===== src/rtl/core/fspd_pkg.sv =====
// ----------------------------------------------------------------------------
// fspd_pkg
// Shared widths, operation codes, result kinds, phase codes and register
// indexes of the foot support phase detector.
// ----------------------------------------------------------------------------
package fspd_pkg;

  localparam int CELL_W     = 16;
  localparam int WEIGHT_W   = 16;
  localparam int THRESH_W   = 18;
  localparam int PRESS_W    = 18;
  localparam int CFG_IDX_W  = 2;
  localparam int CFG_DATA_W = 18;

  typedef logic [1:0] op_t;
  typedef logic [1:0] kind_t;
  typedef logic [1:0] phase_t;
  typedef logic [CFG_IDX_W-1:0] cfg_idx_t;

  localparam op_t OP_LEFT  = 2'd0;
  localparam op_t OP_RIGHT = 2'd1;
  localparam op_t OP_TICK  = 2'd2;

  localparam kind_t KIND_PHASE = 2'd0;
  localparam kind_t KIND_LEFT  = 2'd1;
  localparam kind_t KIND_RIGHT = 2'd2;

  localparam phase_t PHASE_LEFT   = 2'd0;
  localparam phase_t PHASE_RIGHT  = 2'd1;
  localparam phase_t PHASE_DOUBLE = 2'd2;

  localparam cfg_idx_t REG_FILTER_WEIGHT   = 2'd0;
  localparam cfg_idx_t REG_THRESHOLD_LEFT  = 2'd1;
  localparam cfg_idx_t REG_THRESHOLD_RIGHT = 2'd2;
  localparam cfg_idx_t REG_DEBUG_ENABLE    = 2'd3;

endpackage


===== src/rtl/core/fspd_if.sv =====
// ----------------------------------------------------------------------------
// fspd_if
// Valid/ready channels of the foot support phase detector: the sample and
// tick input channel and the result channel.
// ----------------------------------------------------------------------------
interface fspd_in_if import fspd_pkg::*; ();
  logic              valid;
  logic              ready;
  op_t               op;
  logic [CELL_W-1:0] cell_left_back;
  logic [CELL_W-1:0] cell_left_front;
  logic [CELL_W-1:0] cell_right_front;
  logic [CELL_W-1:0] cell_right_back;

  modport source (
    output valid, op, cell_left_back, cell_left_front, cell_right_front,
           cell_right_back,
    input  ready
  );
  modport sink (
    input  valid, op, cell_left_back, cell_left_front, cell_right_front,
           cell_right_back,
    output ready
  );
endinterface

interface fspd_out_if import fspd_pkg::*; ();
  logic               valid;
  logic               ready;
  kind_t              kind;
  phase_t             phase;
  logic [PRESS_W-1:0] filtered_pressure;

  modport source (
    output valid, kind, phase, filtered_pressure,
    input  ready
  );
  modport sink (
    input  valid, kind, phase, filtered_pressure,
    output ready
  );
endinterface


===== src/rtl/core/fspd_cell_sum.sv =====
// ----------------------------------------------------------------------------
// fspd_cell_sum
// Adds the low min(CELL_BITS, CELL_W) bits of four pressure cells of a sample.
// ----------------------------------------------------------------------------
module fspd_cell_sum import fspd_pkg::*; #(
  parameter int CELL_BITS = 16
) (
  input  logic [CELL_W-1:0]      cell_a,
  input  logic [CELL_W-1:0]      cell_b,
  input  logic [CELL_W-1:0]      cell_c,
  input  logic [CELL_W-1:0]      cell_d,
  output logic [CELL_BITS+1:0]   sum
);

  localparam int SUM_BITS = CELL_BITS + 2;
  localparam int USE_BITS = (CELL_BITS < CELL_W) ? CELL_BITS : CELL_W;

  assign sum = SUM_BITS'(cell_a[USE_BITS-1:0]) + SUM_BITS'(cell_b[USE_BITS-1:0])
             + SUM_BITS'(cell_c[USE_BITS-1:0]) + SUM_BITS'(cell_d[USE_BITS-1:0]);

endmodule


===== src/rtl/core/fspd_lowpass.sv =====
// ----------------------------------------------------------------------------
// fspd_lowpass
// First-order low-pass update of one foot, new = sum + ((w*(old-sum)) >>> 16),
// and the strict threshold compare for standing.
// ----------------------------------------------------------------------------
module fspd_lowpass import fspd_pkg::*; #(
  parameter int CELL_BITS = 16
) (
  input  logic [CELL_BITS+1:0] sum,
  input  logic [CELL_BITS+1:0] old,
  input  logic [WEIGHT_W-1:0]  weight,
  input  logic [THRESH_W-1:0]  threshold,
  output logic [CELL_BITS+1:0] filt_new,
  output logic                 standing
);

  localparam int SUM_BITS = CELL_BITS + 2;
  localparam int PROD_W   = SUM_BITS + WEIGHT_W + 2;
  localparam int CMP_W    = (SUM_BITS > THRESH_W) ? SUM_BITS : THRESH_W;

  logic signed [SUM_BITS:0]   diff;
  logic signed [WEIGHT_W:0]   w_s;
  logic signed [PROD_W-1:0]   prod;
  logic signed [PROD_W-1:0]   acc;

  assign diff = $signed({1'b0, old}) - $signed({1'b0, sum});
  assign w_s  = $signed({1'b0, weight});
  assign prod = PROD_W'(diff) * PROD_W'(w_s);
  assign acc  = $signed(PROD_W'({1'b0, sum})) + (prod >>> WEIGHT_W);

  assign filt_new = acc[SUM_BITS-1:0];
  assign standing = CMP_W'(filt_new) > CMP_W'(threshold);

endmodule


===== src/rtl/core/foot_support_phase_detector_top.sv =====
// ----------------------------------------------------------------------------
// foot_support_phase_detector_top
// Foot support phase detector: low-pass filtered foot pressure and stance
// phase change reporting.
//
// in_ch carries left samples, right samples and ticks (valid/ready). A
// sample sums its four cells into an input register; when it advances from
// there, it updates that foot's filtered value and standing flag and, with
// debug enabled, loads a filtered value result. A tick derives the stance
// phase and loads a phase result only when the phase changes.
// out_ch presents results from an output register, loaded when an item
// advances from the input register; one item is taken every cycle while no
// result is blocked, since the filter multiply-add and threshold compare
// are combinational between the input and output registers.
// When the receiver stalls, the result holds and the input register keeps
// taking items that give no result; an item that gives one waits there and
// in_ch.ready drops.
// cfg_we/cfg_index/cfg_wdata write the weight, thresholds and debug enable.
// Reset clears filter state, standing flags and registers and sets the last
// phase to double stance; no item is held.
// ----------------------------------------------------------------------------
module foot_support_phase_detector_top import fspd_pkg::*; #(
  parameter int CELL_BITS = 16
) (
  input  logic                  clk,
  input  logic                  rst_n,
  fspd_in_if.sink               in_ch,
  fspd_out_if.source            out_ch,
  input  logic                  cfg_we,
  input  cfg_idx_t              cfg_index,
  input  logic [CFG_DATA_W-1:0] cfg_wdata
);

  localparam int SUM_BITS = CELL_BITS + 2;

  logic [WEIGHT_W-1:0] weight_r;
  logic [THRESH_W-1:0] thr_left_r;
  logic [THRESH_W-1:0] thr_right_r;
  logic                dbg_r;

  logic [SUM_BITS-1:0] filt_left_r;
  logic [SUM_BITS-1:0] filt_right_r;
  logic                stand_left_r;
  logic                stand_right_r;
  phase_t              last_phase_r;

  logic                s1_valid_r;
  op_t                 s1_op_r;
  logic [SUM_BITS-1:0] s1_sum_r;
  logic [SUM_BITS-1:0] in_sum;

  logic                out_valid_r;
  kind_t               out_kind_r;
  phase_t              out_phase_r;
  logic [PRESS_W-1:0]  out_press_r;
  kind_t               out_kind_nxt;
  phase_t              out_phase_nxt;
  logic [PRESS_W-1:0]  out_press_nxt;

  logic                is_left;
  logic                is_right;
  logic                is_tick;
  logic [SUM_BITS-1:0] old_sel;
  logic [THRESH_W-1:0] thr_sel;
  logic [SUM_BITS-1:0] filt_new;
  logic                standing;
  phase_t              phase_now;
  logic                s1_emit;
  logic                s1_adv;
  logic                in_xfer;

  fspd_cell_sum #(.CELL_BITS(CELL_BITS)) u_sum (
    .cell_a (in_ch.cell_left_back),
    .cell_b (in_ch.cell_left_front),
    .cell_c (in_ch.cell_right_front),
    .cell_d (in_ch.cell_right_back),
    .sum    (in_sum)
  );

  assign is_left  = (s1_op_r == OP_LEFT);
  assign is_right = (s1_op_r == OP_RIGHT);
  assign is_tick  = (s1_op_r == OP_TICK);
  assign old_sel  = is_right ? filt_right_r : filt_left_r;
  assign thr_sel  = is_right ? thr_right_r : thr_left_r;

  fspd_lowpass #(.CELL_BITS(CELL_BITS)) u_lowpass (
    .sum       (s1_sum_r),
    .old       (old_sel),
    .weight    (weight_r),
    .threshold (thr_sel),
    .filt_new  (filt_new),
    .standing  (standing)
  );

  always_comb begin
    if (stand_left_r && !stand_right_r) begin
      phase_now = PHASE_LEFT;
    end else if (!stand_left_r && stand_right_r) begin
      phase_now = PHASE_RIGHT;
    end else begin
      phase_now = PHASE_DOUBLE;
    end
  end

  assign s1_emit     = ((is_left || is_right) && dbg_r) ||
                       (is_tick && (phase_now != last_phase_r));
  assign s1_adv      = s1_valid_r && (!s1_emit || !out_valid_r || out_ch.ready);
  assign in_ch.ready = !s1_valid_r || s1_adv;
  assign in_xfer     = in_ch.valid && in_ch.ready;

  always_comb begin
    if (is_tick) begin
      out_kind_nxt  = KIND_PHASE;
      out_phase_nxt = phase_now;
      out_press_nxt = '0;
    end else begin
      out_kind_nxt  = is_right ? KIND_RIGHT : KIND_LEFT;
      out_phase_nxt = PHASE_LEFT;
      out_press_nxt = PRESS_W'(filt_new);
    end
  end

  always_ff @(posedge clk) begin
    if (!rst_n) begin
      weight_r    <= '0;
      thr_left_r  <= '0;
      thr_right_r <= '0;
      dbg_r       <= 1'b0;
    end else if (cfg_we) begin
      case (cfg_index)
        REG_FILTER_WEIGHT:   weight_r    <= cfg_wdata[WEIGHT_W-1:0];
        REG_THRESHOLD_LEFT:  thr_left_r  <= cfg_wdata[THRESH_W-1:0];
        REG_THRESHOLD_RIGHT: thr_right_r <= cfg_wdata[THRESH_W-1:0];
        REG_DEBUG_ENABLE:    dbg_r       <= cfg_wdata[0];
        default: begin
        end
      endcase
    end
  end

  always_ff @(posedge clk) begin
    if (!rst_n) begin
      s1_valid_r <= 1'b0;
    end else if (in_ch.ready) begin
      s1_valid_r <= in_ch.valid;
    end
  end

  always_ff @(posedge clk) begin
    if (in_xfer) begin
      s1_op_r  <= in_ch.op;
      s1_sum_r <= in_sum;
    end
  end

  always_ff @(posedge clk) begin
    if (!rst_n) begin
      filt_left_r   <= '0;
      filt_right_r  <= '0;
      stand_left_r  <= 1'b0;
      stand_right_r <= 1'b0;
      last_phase_r  <= PHASE_DOUBLE;
    end else if (s1_adv) begin
      if (is_left) begin
        filt_left_r  <= filt_new;
        stand_left_r <= standing;
      end
      if (is_right) begin
        filt_right_r  <= filt_new;
        stand_right_r <= standing;
      end
      if (is_tick) begin
        last_phase_r <= phase_now;
      end
    end
  end

  always_ff @(posedge clk) begin
    if (!rst_n) begin
      out_valid_r <= 1'b0;
    end else if (s1_adv && s1_emit) begin
      out_valid_r <= 1'b1;
    end else if (out_ch.ready) begin
      out_valid_r <= 1'b0;
    end
  end

  always_ff @(posedge clk) begin
    if (s1_adv && s1_emit) begin
      out_kind_r  <= out_kind_nxt;
      out_phase_r <= out_phase_nxt;
      out_press_r <= out_press_nxt;
    end
  end

  assign out_ch.valid             = out_valid_r;
  assign out_ch.kind              = out_kind_r;
  assign out_ch.phase             = out_phase_r;
  assign out_ch.filtered_pressure = out_press_r;

  a_phase_matches_last: assert property (@(posedge clk) disable iff (!rst_n)
    (out_valid_r && (out_kind_r == KIND_PHASE)) |-> (out_phase_r == last_phase_r))
    else $error("phase result differs from last phase");

  a_stage_holds: assert property (@(posedge clk) disable iff (!rst_n)
    (s1_valid_r && !s1_adv) |=> (s1_valid_r && $stable(s1_op_r) && $stable(s1_sum_r)))
    else $error("stalled input stage lost its item");

  a_stall_cause: assert property (@(posedge clk) disable iff (!rst_n)
    (s1_valid_r && !s1_adv) |-> (s1_emit && out_valid_r && !out_ch.ready))
    else $error("input stage stalled without a blocked result");

endmodule


===== src/flat_wrapper.sv =====
// flat-port wrapper written by rule: the top's interface ports become plain ports
module foot_support_phase_detector_top_flat import fspd_pkg::*;
#(
  parameter int CELL_BITS = 16
)
  (clk, rst_n, cfg_we, cfg_index, cfg_wdata, in_ch_valid, in_ch_op, in_ch_cell_left_back, in_ch_cell_left_front, in_ch_cell_right_front, in_ch_cell_right_back, in_ch_ready, out_ch_valid, out_ch_kind, out_ch_phase, out_ch_filtered_pressure, out_ch_ready);
  fspd_in_if in_ch_i ();
  fspd_out_if out_ch_i ();
  input  logic clk;
  input  logic rst_n;
  input  logic cfg_we;
  input  cfg_idx_t cfg_index;
  input  logic [CFG_DATA_W-1:0] cfg_wdata;
  input wire logic [$bits(in_ch_i.valid)-1:0] in_ch_valid;
  input wire logic [$bits(in_ch_i.op)-1:0] in_ch_op;
  input wire logic [$bits(in_ch_i.cell_left_back)-1:0] in_ch_cell_left_back;
  input wire logic [$bits(in_ch_i.cell_left_front)-1:0] in_ch_cell_left_front;
  input wire logic [$bits(in_ch_i.cell_right_front)-1:0] in_ch_cell_right_front;
  input wire logic [$bits(in_ch_i.cell_right_back)-1:0] in_ch_cell_right_back;
  output wire logic [$bits(in_ch_i.ready)-1:0] in_ch_ready;
  output wire logic [$bits(out_ch_i.valid)-1:0] out_ch_valid;
  output wire logic [$bits(out_ch_i.kind)-1:0] out_ch_kind;
  output wire logic [$bits(out_ch_i.phase)-1:0] out_ch_phase;
  output wire logic [$bits(out_ch_i.filtered_pressure)-1:0] out_ch_filtered_pressure;
  input wire logic [$bits(out_ch_i.ready)-1:0] out_ch_ready;
  assign in_ch_i.valid = in_ch_valid;
  assign in_ch_i.op = in_ch_op;
  assign in_ch_i.cell_left_back = in_ch_cell_left_back;
  assign in_ch_i.cell_left_front = in_ch_cell_left_front;
  assign in_ch_i.cell_right_front = in_ch_cell_right_front;
  assign in_ch_i.cell_right_back = in_ch_cell_right_back;
  assign in_ch_ready = in_ch_i.ready;
  assign out_ch_valid = out_ch_i.valid;
  assign out_ch_kind = out_ch_i.kind;
  assign out_ch_phase = out_ch_i.phase;
  assign out_ch_filtered_pressure = out_ch_i.filtered_pressure;
  assign out_ch_i.ready = out_ch_ready;
  foot_support_phase_detector_top #(.CELL_BITS(CELL_BITS)) u_core (.clk(clk), .rst_n(rst_n), .in_ch(in_ch_i), .out_ch(out_ch_i), .cfg_we(cfg_we), .cfg_index(cfg_index), .cfg_wdata(cfg_wdata));
endmodule

===== config.mk =====
export PLATFORM = sky130hd
export DESIGN_NAME = foot_support_phase_detector_top_flat
export DESIGN_NICKNAME = d
export VERILOG_FILES = /design/src/rtl/core/fspd_pkg.sv /design/src/rtl/core/fspd_if.sv /design/src/rtl/core/fspd_cell_sum.sv /design/src/rtl/core/fspd_lowpass.sv /design/src/rtl/core/foot_support_phase_detector_top.sv /design/src/flat_wrapper.sv
export SDC_FILE = /design/constraint.sdc
export NUM_CORES = 1
export LEC_CHECK = 0
export BUFFER_PORTS_ARGS = -buffer_cell sky130_fd_sc_hd__buf_2
export CORE_MARGIN = 2
export CORE_UTILIZATION = 27
export CTS_CLUSTER_SIZE = 16
export DETAILED_ROUTE_END_ITERATION = 10
export HOLD_SLACK_MARGIN = 0.08
export MAX_ROUTING_LAYER = met4
export SLEW_MARGIN = 20
export SYNTH_ARGS = -nofsm -noshare
export SYNTH_HDL_FRONTEND = slang
export SYNTH_SLANG_ARGS = --single-unit

===== constraint.sdc =====
create_clock -name clk -period 14.7 [get_ports clk]
set_input_delay 2.205 -clock clk [delete_from_list [all_inputs] [get_ports clk]]
set_output_delay 2.205 -clock clk [all_outputs]
set_load 0.05 [all_outputs]

# Yosys cells after proc, flatten, opt, wreduce, memory -nomap -nowiden
# Index checks and enable logic that the tools add are counted.
# Widths: inputs -> output; s select.
dict set report word_totals {
  rom_bits 0
  latchBits 0
  mem_bits_rw 0
  ff_bits 137
  mem_count 0
  input_bits 91
}
dict set report classes {
  bitwise_logic 0
  addsub 5
  n_mul 1
  n_reduce_logical 27
  magnitude_cmp 1
  muxes 7
  shifts 0
  div_mod_pow 0
  eq_ne 6
}
# cell count
set op_table {}
lappend op_table {{$add 18x16->18} 2}
lappend op_table {{$mux 18} 2}
lappend op_table {{$mul 19x17->34} 1}
lappend op_table {{$sub 18x18->19} 1}
lappend op_table {{$add 18x18->18} 1}
lappend op_table {{$gt 18x18->1} 1}
lappend op_table {{$add 16x16->17} 1}
lappend op_table {{$reduce_and 2->1} 7}
lappend op_table {{$logic_and 1x1->1} 7}
lappend op_table {{$eq 2x2->1 const B} 3}
lappend op_table {{$mux 2} 3}
lappend op_table {{$logic_not 1->1} 5}
lappend op_table {{$logic_or 1x1->1} 5}
lappend op_table {{$eq 2x1->1 const B} 2}
lappend op_table {{$logic_not 2->1} 2}
lappend op_table {{$mux 1} 2}
lappend op_table {{$ne 2x2->1} 1}
lappend op_table {{$reduce_bool 2->1} 1}

# Depth between registers and ports, before layout
# Gate-level depths: netlist of run 1.
dict set report logic_depth {
  word_depth 13
  depth_mapped 57
  mapped_depth_nobuf 55
}

# Cells and area by module
# From an unflattened synthesis of run 1, not the netlist that was laid out.
dict set report unflattened {
  cells_unflattened 2292
  area_unflattened_um2 19929.1
}
# module area_per_inst_um2 cells_each instances seq_area_each_um2
set modules_own_cells {}
lappend modules_own_cells {fspd_lowpass 12772.2 1486 1 0.0}
lappend modules_own_cells {foot_support_phase_detector_top 5424.0 591 1 3163.0}
lappend modules_own_cells {fspd_cell_sum 1732.9 215 1 0.0}

# Worst setup path after synthesis of run 1
# OpenSTA, ideal clock, no wires.
dict set report synth_timing {
  path_kind {flip-flop to flip-flop}
  start {register u_core.s1_op_r[1]}
  end {register u_core.stand_right_r}
  synth_period_minus_slack_ns 11.553
  arrival_ns 11.431
  slack_ns 3.147
  path_buffers 3
  required_ns 14.578
  path_stages_with_launch 53
  cell_sequence {edfxtp_1 nor2b_1 clkbuf_1 clkbuf_1 mux2i_1 ha_1 inv_1 fa_1 a21oi_1 o21ai_0 o211ai_1 a31oi_1 a41oi_1 a21boi_1 o21a_1 nor2_1 clkbuf_1 nand2_1 [17 not listed] o21a_1 nor2_1 xnor2_1 ha_1 a21oi_1 nor4bb_1 nand2b_1 xnor2_1 inv_1 ha_1 and4_1 a221o_1 a21o_1 a21o_1 a21oi_1 o21ai_0 nand2_1 a21boi_0}
}
dict set report synth_via {
  word_cells_on_any_way 18
  classes_between {2 x add/sub; 1 x mul; 1 x order compare; 2 x eq/ne; 2 x mux; 10 x reduce/logical}
}
# item line_no
set synth_lines {}
lappend synth_lines {{start: declaration} foot_support_phase_detector_top.sv:48} ;# op_t s1_op_r;
lappend synth_lines {{start signal: assignment} foot_support_phase_detector_top.sv:151} ;# s1_op_r <= in_ch.op;
lappend synth_lines {{$eq 2x1->1} foot_support_phase_detector_top.sv:81} ;# assign is_right = (s1_op_r == OP_RIGHT);
lappend synth_lines {{$mux 18} foot_support_phase_detector_top.sv:83} ;# assign old_sel = is_right ? filt_right_r : filt_left_r;
lappend synth_lines {{$sub 18x18->19} fspd_lowpass.sv:26} ;# assign diff = $signed({1'b0, old}) - $signed({1'b0, sum});
lappend synth_lines {{$mul 19x17->34} fspd_lowpass.sv:28} ;# assign prod = PROD_W'(diff) * PROD_W'(w_s);
lappend synth_lines {{$add 18x18->18} fspd_lowpass.sv:29} ;# assign acc = $signed(PROD_W'({1'b0, sum})) + (prod >>> WEIGHT_W);
lappend synth_lines {{named net u_core.filt_new[13]} foot_support_phase_detector_top.sv:65} ;# logic [SUM_BITS-1:0] filt_new;
lappend synth_lines {{$gt 18x18->1} fspd_lowpass.sv:32} ;# assign standing = CMP_W'(filt_new) > CMP_W'(threshold);
lappend synth_lines {{end signal: assignment} foot_support_phase_detector_top.sv:170} ;# stand_right_r <= standing;
lappend synth_lines {{end: declaration} foot_support_phase_detector_top.sv:44} ;# logic stand_right_r;
# The timed path passes the listed nets, and every way through them passes these cells.
# A chain may end at the register's enable or synchronous reset.

# Worst setup path in the final report of run 1
# Same ends and word-level chain as after synthesis.

==> results.toml, run 1 <==
[status]
status = "completed"

[power_and_ir_drop]
p_leak_nw = 10.74
total_power_w = 0.004372
powerDensity_nw_per_um2 = 197.2
ir_drop_mv = 0.1710

[yosys]
synth_edf_count = 42
ys_seq_area_share_pct = 15.96
ys.flop_type = "dfxtp_1"
ys_seq_elements = 137
synthArstFlopShare_pct = 0
synth.distinct_cells = 60
synth_nets = 2836
synth.avg_cell_area_um2 = 8.767
ys_warn_count = 0
netlist_area_um2 = 19810
syn-instance-count = 2260

[floorplan]
die_x_um = 274.9
rows = 99
ios = 115
die_y_um = 274.9
initial_core_util_pct = 27.20
core_um2 = 72830
die_area_um2 = 75570

[layout]
final_core_util_pct = 30.44
layout.nets = 2918
num-fill-cells = 7790
final_layout_size_suffix_gt1_share_pct = 9.130
diodes = 0
final_area_um2 = 22170
syn_to_final_growth_pct = 11.88

[sta]
tightest_slew_ns = 1.044
setup_viol = 0
finalMaxSlewViolations = 0
period_minus_slack_ns = 12.69
max_freq_ghz = 0.07881
timing.final.crit_share_pct = 86.31
hold_ws_ns = 0.4642
final-hold-violation-count = 0
clock_skew_ns = 0.01288
rsz0062_at_grt = "no"
slew_headroom_pct = 30.32
fin_tns_setup_ns = 0

[setup_path]
cp-start-kind = "register"
cp_max_fo = 26
cp_num_buf_inv = 6
max_stage_delay_ns = 0.71
cp.required_ns = 15.01
cp.arrival_ns = 13.00
reg2reg_depth = 49
crit_cells = 49
critPathTopFamily = "compound AO/OA/AOI/OAI gates"
critPathMostFrequentCell = "o21ai_0"
critPathKind = "register to register"
crit_path_top_delay_cell = "a21oi_1"
end_kind = "register"

[global_route]
grt_pass1_vias = 15650
grt_first_pass_wirelength_um = 82270
grt_max_degree = 96
overflow = 0
grt_use_total_pct = 14.09
antenna_found_initial = 1

[clock_tree]
clock-root-buffer = "clkbuf_16"
clockBufferDepth = 2
post_cts_buffers = 0
hold_buffers = 0
cts_tree = "yes"
htreeDepth = 4
path_clk_slew_ns = 0.06
clk-insertion-delay-late_ns = 0.43
cts_buffers = 17
cts.sinks = 137
cts_resized = 0

[placement]
portBuffers = 114
placed_area_um2 = 21550
dpl.hpwl_um = 39040
gp_congestion = 0.8403

[hold_path]
min_delay_path_depth = 2
worstHoldPathType = "register to register"

[detailed_routing]
m1WireLength_um = 22910
wl_per_cell_um = 14.91
num_vias = 14800
drtIter0Drc = 797
drc = 0
vias_per_cell = 4.467
drt_pass1_iterations = 5
postRouteAntennaNets = 0
dr_wl_met3_um = 1773
highest_layer = "met4"
wl_um = 49430
wl_met2_um = 24060

[flow_run]
maxCapViolations = 0
power breakdown:
group	internal, W	total [W]	switching [W]
Combinational	0.00132	0.00336	0.00203
Sequential	0.000512	0.000561	0.0000489
Clock	0.000288	0.000455	0.000168
Total	0.00212	0.00437	0.00225
area by class of cell:
cell class | count | area [µm²] | share of cell area, %
sequential | 137 | 3163 | 14.27
clock buffer | 20 | 446.7 | 2.015
tap | 959 | 1200 | 5.413
timing repair buffer | 146 | 810.8 | 3.658
clock inverter | 12 | 172.7 | 0.7789
multi-input combinational | 1568 | 14600 | 65.87
inverter | 472 | 1772 | 7.992
worst min-delay path: cells and delay by family (launching register included):
| family | cells | cell delay, ns |
|---|---|---|
| DFF | 1 | 0.30 |
| AOI/OAI and AO/OA | 1 | 0.06 |
| and+or+nand+nor | 1 | 0.04 |
synth_stat cells, types with 12 or more instances:
library cell	count	area, µm²
inv_1	472	1772
nand2_1	376	1411
fa_1	313	6266
ha_1	172	2152
and2_1	130	813.3
dfxtp_1	95	1902
a21boi_0	85	638.1
clkbuf_1	81	304.0
nor2_1	72	270.3
xnor2_1	54	473.0
a21oi_1	53	265.3
edfxtp_1	42	1261
o21ai_0	42	210.2
nor2b_1	37	231.5
a21o_1	22	165.2
mux2i_1	21	210.2
nor3_1	21	105.1
xor2_1	19	166.4
mux2_2	18	202.7
nand3_1	13	65.06
nand2b_1	12	75.07
o21a_1	12	90.09
metrics by stage:
stage          setup WS, ns  instances
2_1_floorplan         3.147       2260
3_3_place_gp          2.257       3282
3_5_place_dp          1.987       3282
4_1_cts               1.939       3314
5_1_grt               1.010       3314
6_report              2.012       3314
routing by layer:
metal / up-vias / track usage [%]
met3: 42 / 1.335
li1: 7094 / -
met1: 7370 / 18.59
met5: - / -
met2: 297 / 23.53
met4: 0 / 2.916
state kept, by name, summed over array words and instances (netlist names):
signal,cells
u_core.s1_valid_r,1
u_core.filt_right_r,18
u_core.out_ch.valid,1
u_core.s1_sum_r,18
u_core.out_ch.filtered_pressure,18
u_core.out_ch.kind,2
u_core.stand_left_r,1
u_core.stand_right_r,1
u_core.filt_left_r,18
u_core.out_ch.phase,2
u_core.thr_left_r,18
u_core.last_phase_r,2
u_core.dbg_r,1
u_core.thr_right_r,18
u_core.weight_r,16
u_core.s1_op_r,2
cells by family after synthesis:
kind of cell / Yosys count / synth area share, %
buf+inv: 555 / 10.56
mux: 39 / 2.084
xor+xnor: 73 / 3.227
flops: 137 / 15.96
fa+ha+maj: 485 / 42.49
compound gates: 267 / 9.169
simple gates: 704 / 16.51
path summary, 6_finish.rpt:
| kind | end | from | slack (ns) |
|---|---|---|---|
| setup reg to reg | u_core.stand_right_r | u_core.s1_op_r[1] | 2.01 |
| hold reg to reg | u_core.thr_left_r[11] | u_core.thr_left_r[11] | 0.46 |
| hold / removal | u_core.thr_left_r[11] | u_core.thr_left_r[11] | 0.46 |
| setup / recovery | u_core.stand_right_r | u_core.s1_op_r[1] | 2.01 |
layout by cell type, fill, tap and decap left out, drive strengths merged, types with 8 or more instances in the layout:
cell type  count
inv          473
nand2        376
fa           313
ha           172
buf          146
and2         131
dfxtp         95
a21boi        86
nor2          72
xnor2         54
a21oi         54
o21ai         42
edfxtp        42
nor2b         37
a21o          22
mux2i         21
nor3          21
clkbuf        20
xor2          19
mux2          18
nand3         13
o21a          12
nand2b        12
and3           8
or2            8
Note: power is estimated with default switching activity, not from simulation.
==> inputs of run 2 (changes only) <==
--- a/config.mk
+++ b/config.mk
@@ -5,7 +5,7 @@
 export SDC_FILE = /design/constraint.sdc
 export NUM_CORES = 1
 export LEC_CHECK = 0
-export BUFFER_PORTS_ARGS = -buffer_cell sky130_fd_sc_hd__buf_2
+export BUFFER_PORTS_ARGS = -buffer_cell sky130_fd_sc_hd__buf_4
 export CORE_MARGIN = 2
 export CORE_UTILIZATION = 27
 export CTS_CLUSTER_SIZE = 16
==> constraint.sdc (replaced) <==
create_clock -name clk -period 13.7 [get_ports clk]
set_input_delay 2.055 -clock clk [delete_from_list [all_inputs] [get_ports clk]]
set_output_delay 2.055 -clock clk [all_outputs]
set_load 0.05 [all_outputs]
==> results.toml, run 2 (same netlist as run 1, synthesis figures left out) <==
[sta]
fin_ws_ns = 1.280
finalMaxSlewViolations = 0
setup_viol = 0
clock_skew_ns = 0.01473
slew_headroom_pct = 27.96
rsz0062_at_grt = "no"
tightest_slew_ns = 1.079
period_minus_slack_ns = 12.42
max_freq_ghz = 0.08052
timing.final.crit_share_pct = 90.65
final-hold-violation-count = 0
fin_tns_setup_ns = 0

[setup_path]
crit_cells = 51
cp.required_ns = 14.01
cp.arrival_ns = 12.73
cp-endpoint = "u_core.stand_right_r"
critPathKind = "register to register"
critPathLaunch = "u_core.s1_op_r[1]"
max_stage_delay_ns = 0.53
regToRegSetupSlack_ns = 1.28
cp_max_fo = 20
critPathTopFamily = "adder cells"
cp-start-kind = "register"
crit_path_top_delay_cell = "nor2b_4"
reg2reg_depth = 51
critPathMostFrequentCell = "fa_1"
cp_num_buf_inv = 6
rr_startpoint = "u_core.s1_op_r[1]"
end_kind = "register"
timing.rr.end = "u_core.stand_right_r"

[floorplan]
ios = 115
rows = 99
core_um2 = 72830
die_y_um = 274.9
die_x_um = 274.9
die_area_um2 = 75570
initial_core_util_pct = 27.20

[status]
status = "completed"

[clock_tree]
htreeDepth = 4
path_clk_slew_ns = 0.07
clock-root-buffer = "clkbuf_16"
cts.sinks = 137
clk-insertion-delay-late_ns = 0.42
cts_buffers = 17
clockBufferDepth = 2
cts_tree = "yes"
hold_buffers = 0
cts_resized = 0
post_cts_buffers = 0

[placement]
gp_congestion = 0.8820
pre_cts_slack_ns = 1.290
portBuffers = 114
dpl.hpwl_um = 39610
placed_area_um2 = 21810

[global_route]
met3_usage_pct = 1.021
overflow = 0
met2_usage_pct = 23.60
antenna_found_initial = 0
busiest_layer = "met2"
grt_max_degree = 96
grt_first_pass_wirelength_um = 82390
gr-usage-met1_pct = 18.92
grt_use_total_pct = 14.12
grt_pass1_vias = 15430

[layout]
final_common_cell = "inv_1"
final_core_util_pct = 30.81
final_layout_size_suffix_gt1_share_pct = 9.103
layout.nets = 2914
diodes = 0
layout_common_cells = "inv_1, nand2_1, fa_1, ha_1, buf_4"
syn_to_final_growth_pct = 13.25
final_area_um2 = 22440

[detailed_routing]
postRouteAntennaNets = 0
drtIter0Drc = 713
wl_per_cell_um = 15.07
drc = 0
drt_pass1_iterations = 7
num_vias = 14740
wl_um = 49880
vias_per_cell = 4.454

[power_and_ir_drop]
internal_power_w = 0.002263
power_frac_comb_pct = 76.7
ir_drop_mv = 0.1672
swShare_pct = 51.94
p_sw_w = 0.002446
p_leak_nw = 10.83
p_seq_share_pct = 12.8
powerDensity_nw_per_um2 = 209.9
clkPwrFrac_pct = 10.5

[flow_run]
maxCapViolations = 0

[hold_path]
worstHoldPathType = "register to register"
-- run 2: worst min-delay path by stage --
| stage | endpoint | startpoint | depth (start not counted) | slack (ns) |
|---|---|---|---|---|
| final | u_core.filt_right_r[11] | u_core.filt_right_r[11] | 2 | 0.46 |
| after global routing | u_core.filt_right_r[5] | u_core.filt_right_r[5] | 2 | 0.49 |
| after CTS | u_core.filt_right_r[4] | u_core.filt_right_r[4] | 2 | 0.47 |
| after detailed placement | u_core.filt_right_r[4] | u_core.filt_right_r[4] | 2 | 0.46 |
| after global placement | u_core.filt_left_r[16] | u_core.filt_left_r[16] | 2 | 0.45 |
| after floorplan | u_core.thr_right_r[0] | u_core.thr_right_r[0] | 2 | 0.44 |
-- run 2: stage by stage --
stage | hold WS, ns | instances | total power, W
final | 0.4643 | 3310 | 0.004710
after global routing | 0.4869 | 3310 | 0.005232
after CTS | 0.4659 | 3310 | 0.004740
after detailed placement | 0.4561 | 3278 | 0.004193
after global placement | 0.4517 | 3278 | 0.004187
after floorplan | 0.4400 | 2260 | 0.003137
-- run 2: metal layers --
metal  share of wire (%)  up-vias
li1                    -     7094
met1                  46     7276
met2                  49      333
met3                 3.8       41
met4                 1.4        0
met5                   0        -
-- run 2: area by class of cell --
| class | instances | area [µm²] |
|---|---|---|
| Clock inverter | 14 | 183.9 |
| Multi-Input combinational cell | 1568 | 14610 |
| Fill cell | 7747 | 50390 |
| Inverter | 472 | 1772 |
| Timing Repair Buffer | 142 | 1066 |
| Tap cell | 959 | 1200 |
| Sequential cell | 137 | 3163 |
| Clock buffer | 18 | 450.4 |
-- run 2: tightest hold or removal path, stage by stage, from the launching register on --
cell      delay [ns]
dfxtp_1         0.31
nand2_1         0.05
a21boi_0        0.06
-- run 2: power groups by stage --
stage                     clock [W]  sequential (W)  combinational (W)
after detailed placement          0        0.000610            0.00358
after CTS                  0.000502        0.000602            0.00364
after global routing       0.000522        0.000609            0.00410
final                      0.000495        0.000602            0.00361
after global placement            0        0.000610            0.00358
after floorplan                   0        0.000595            0.00254
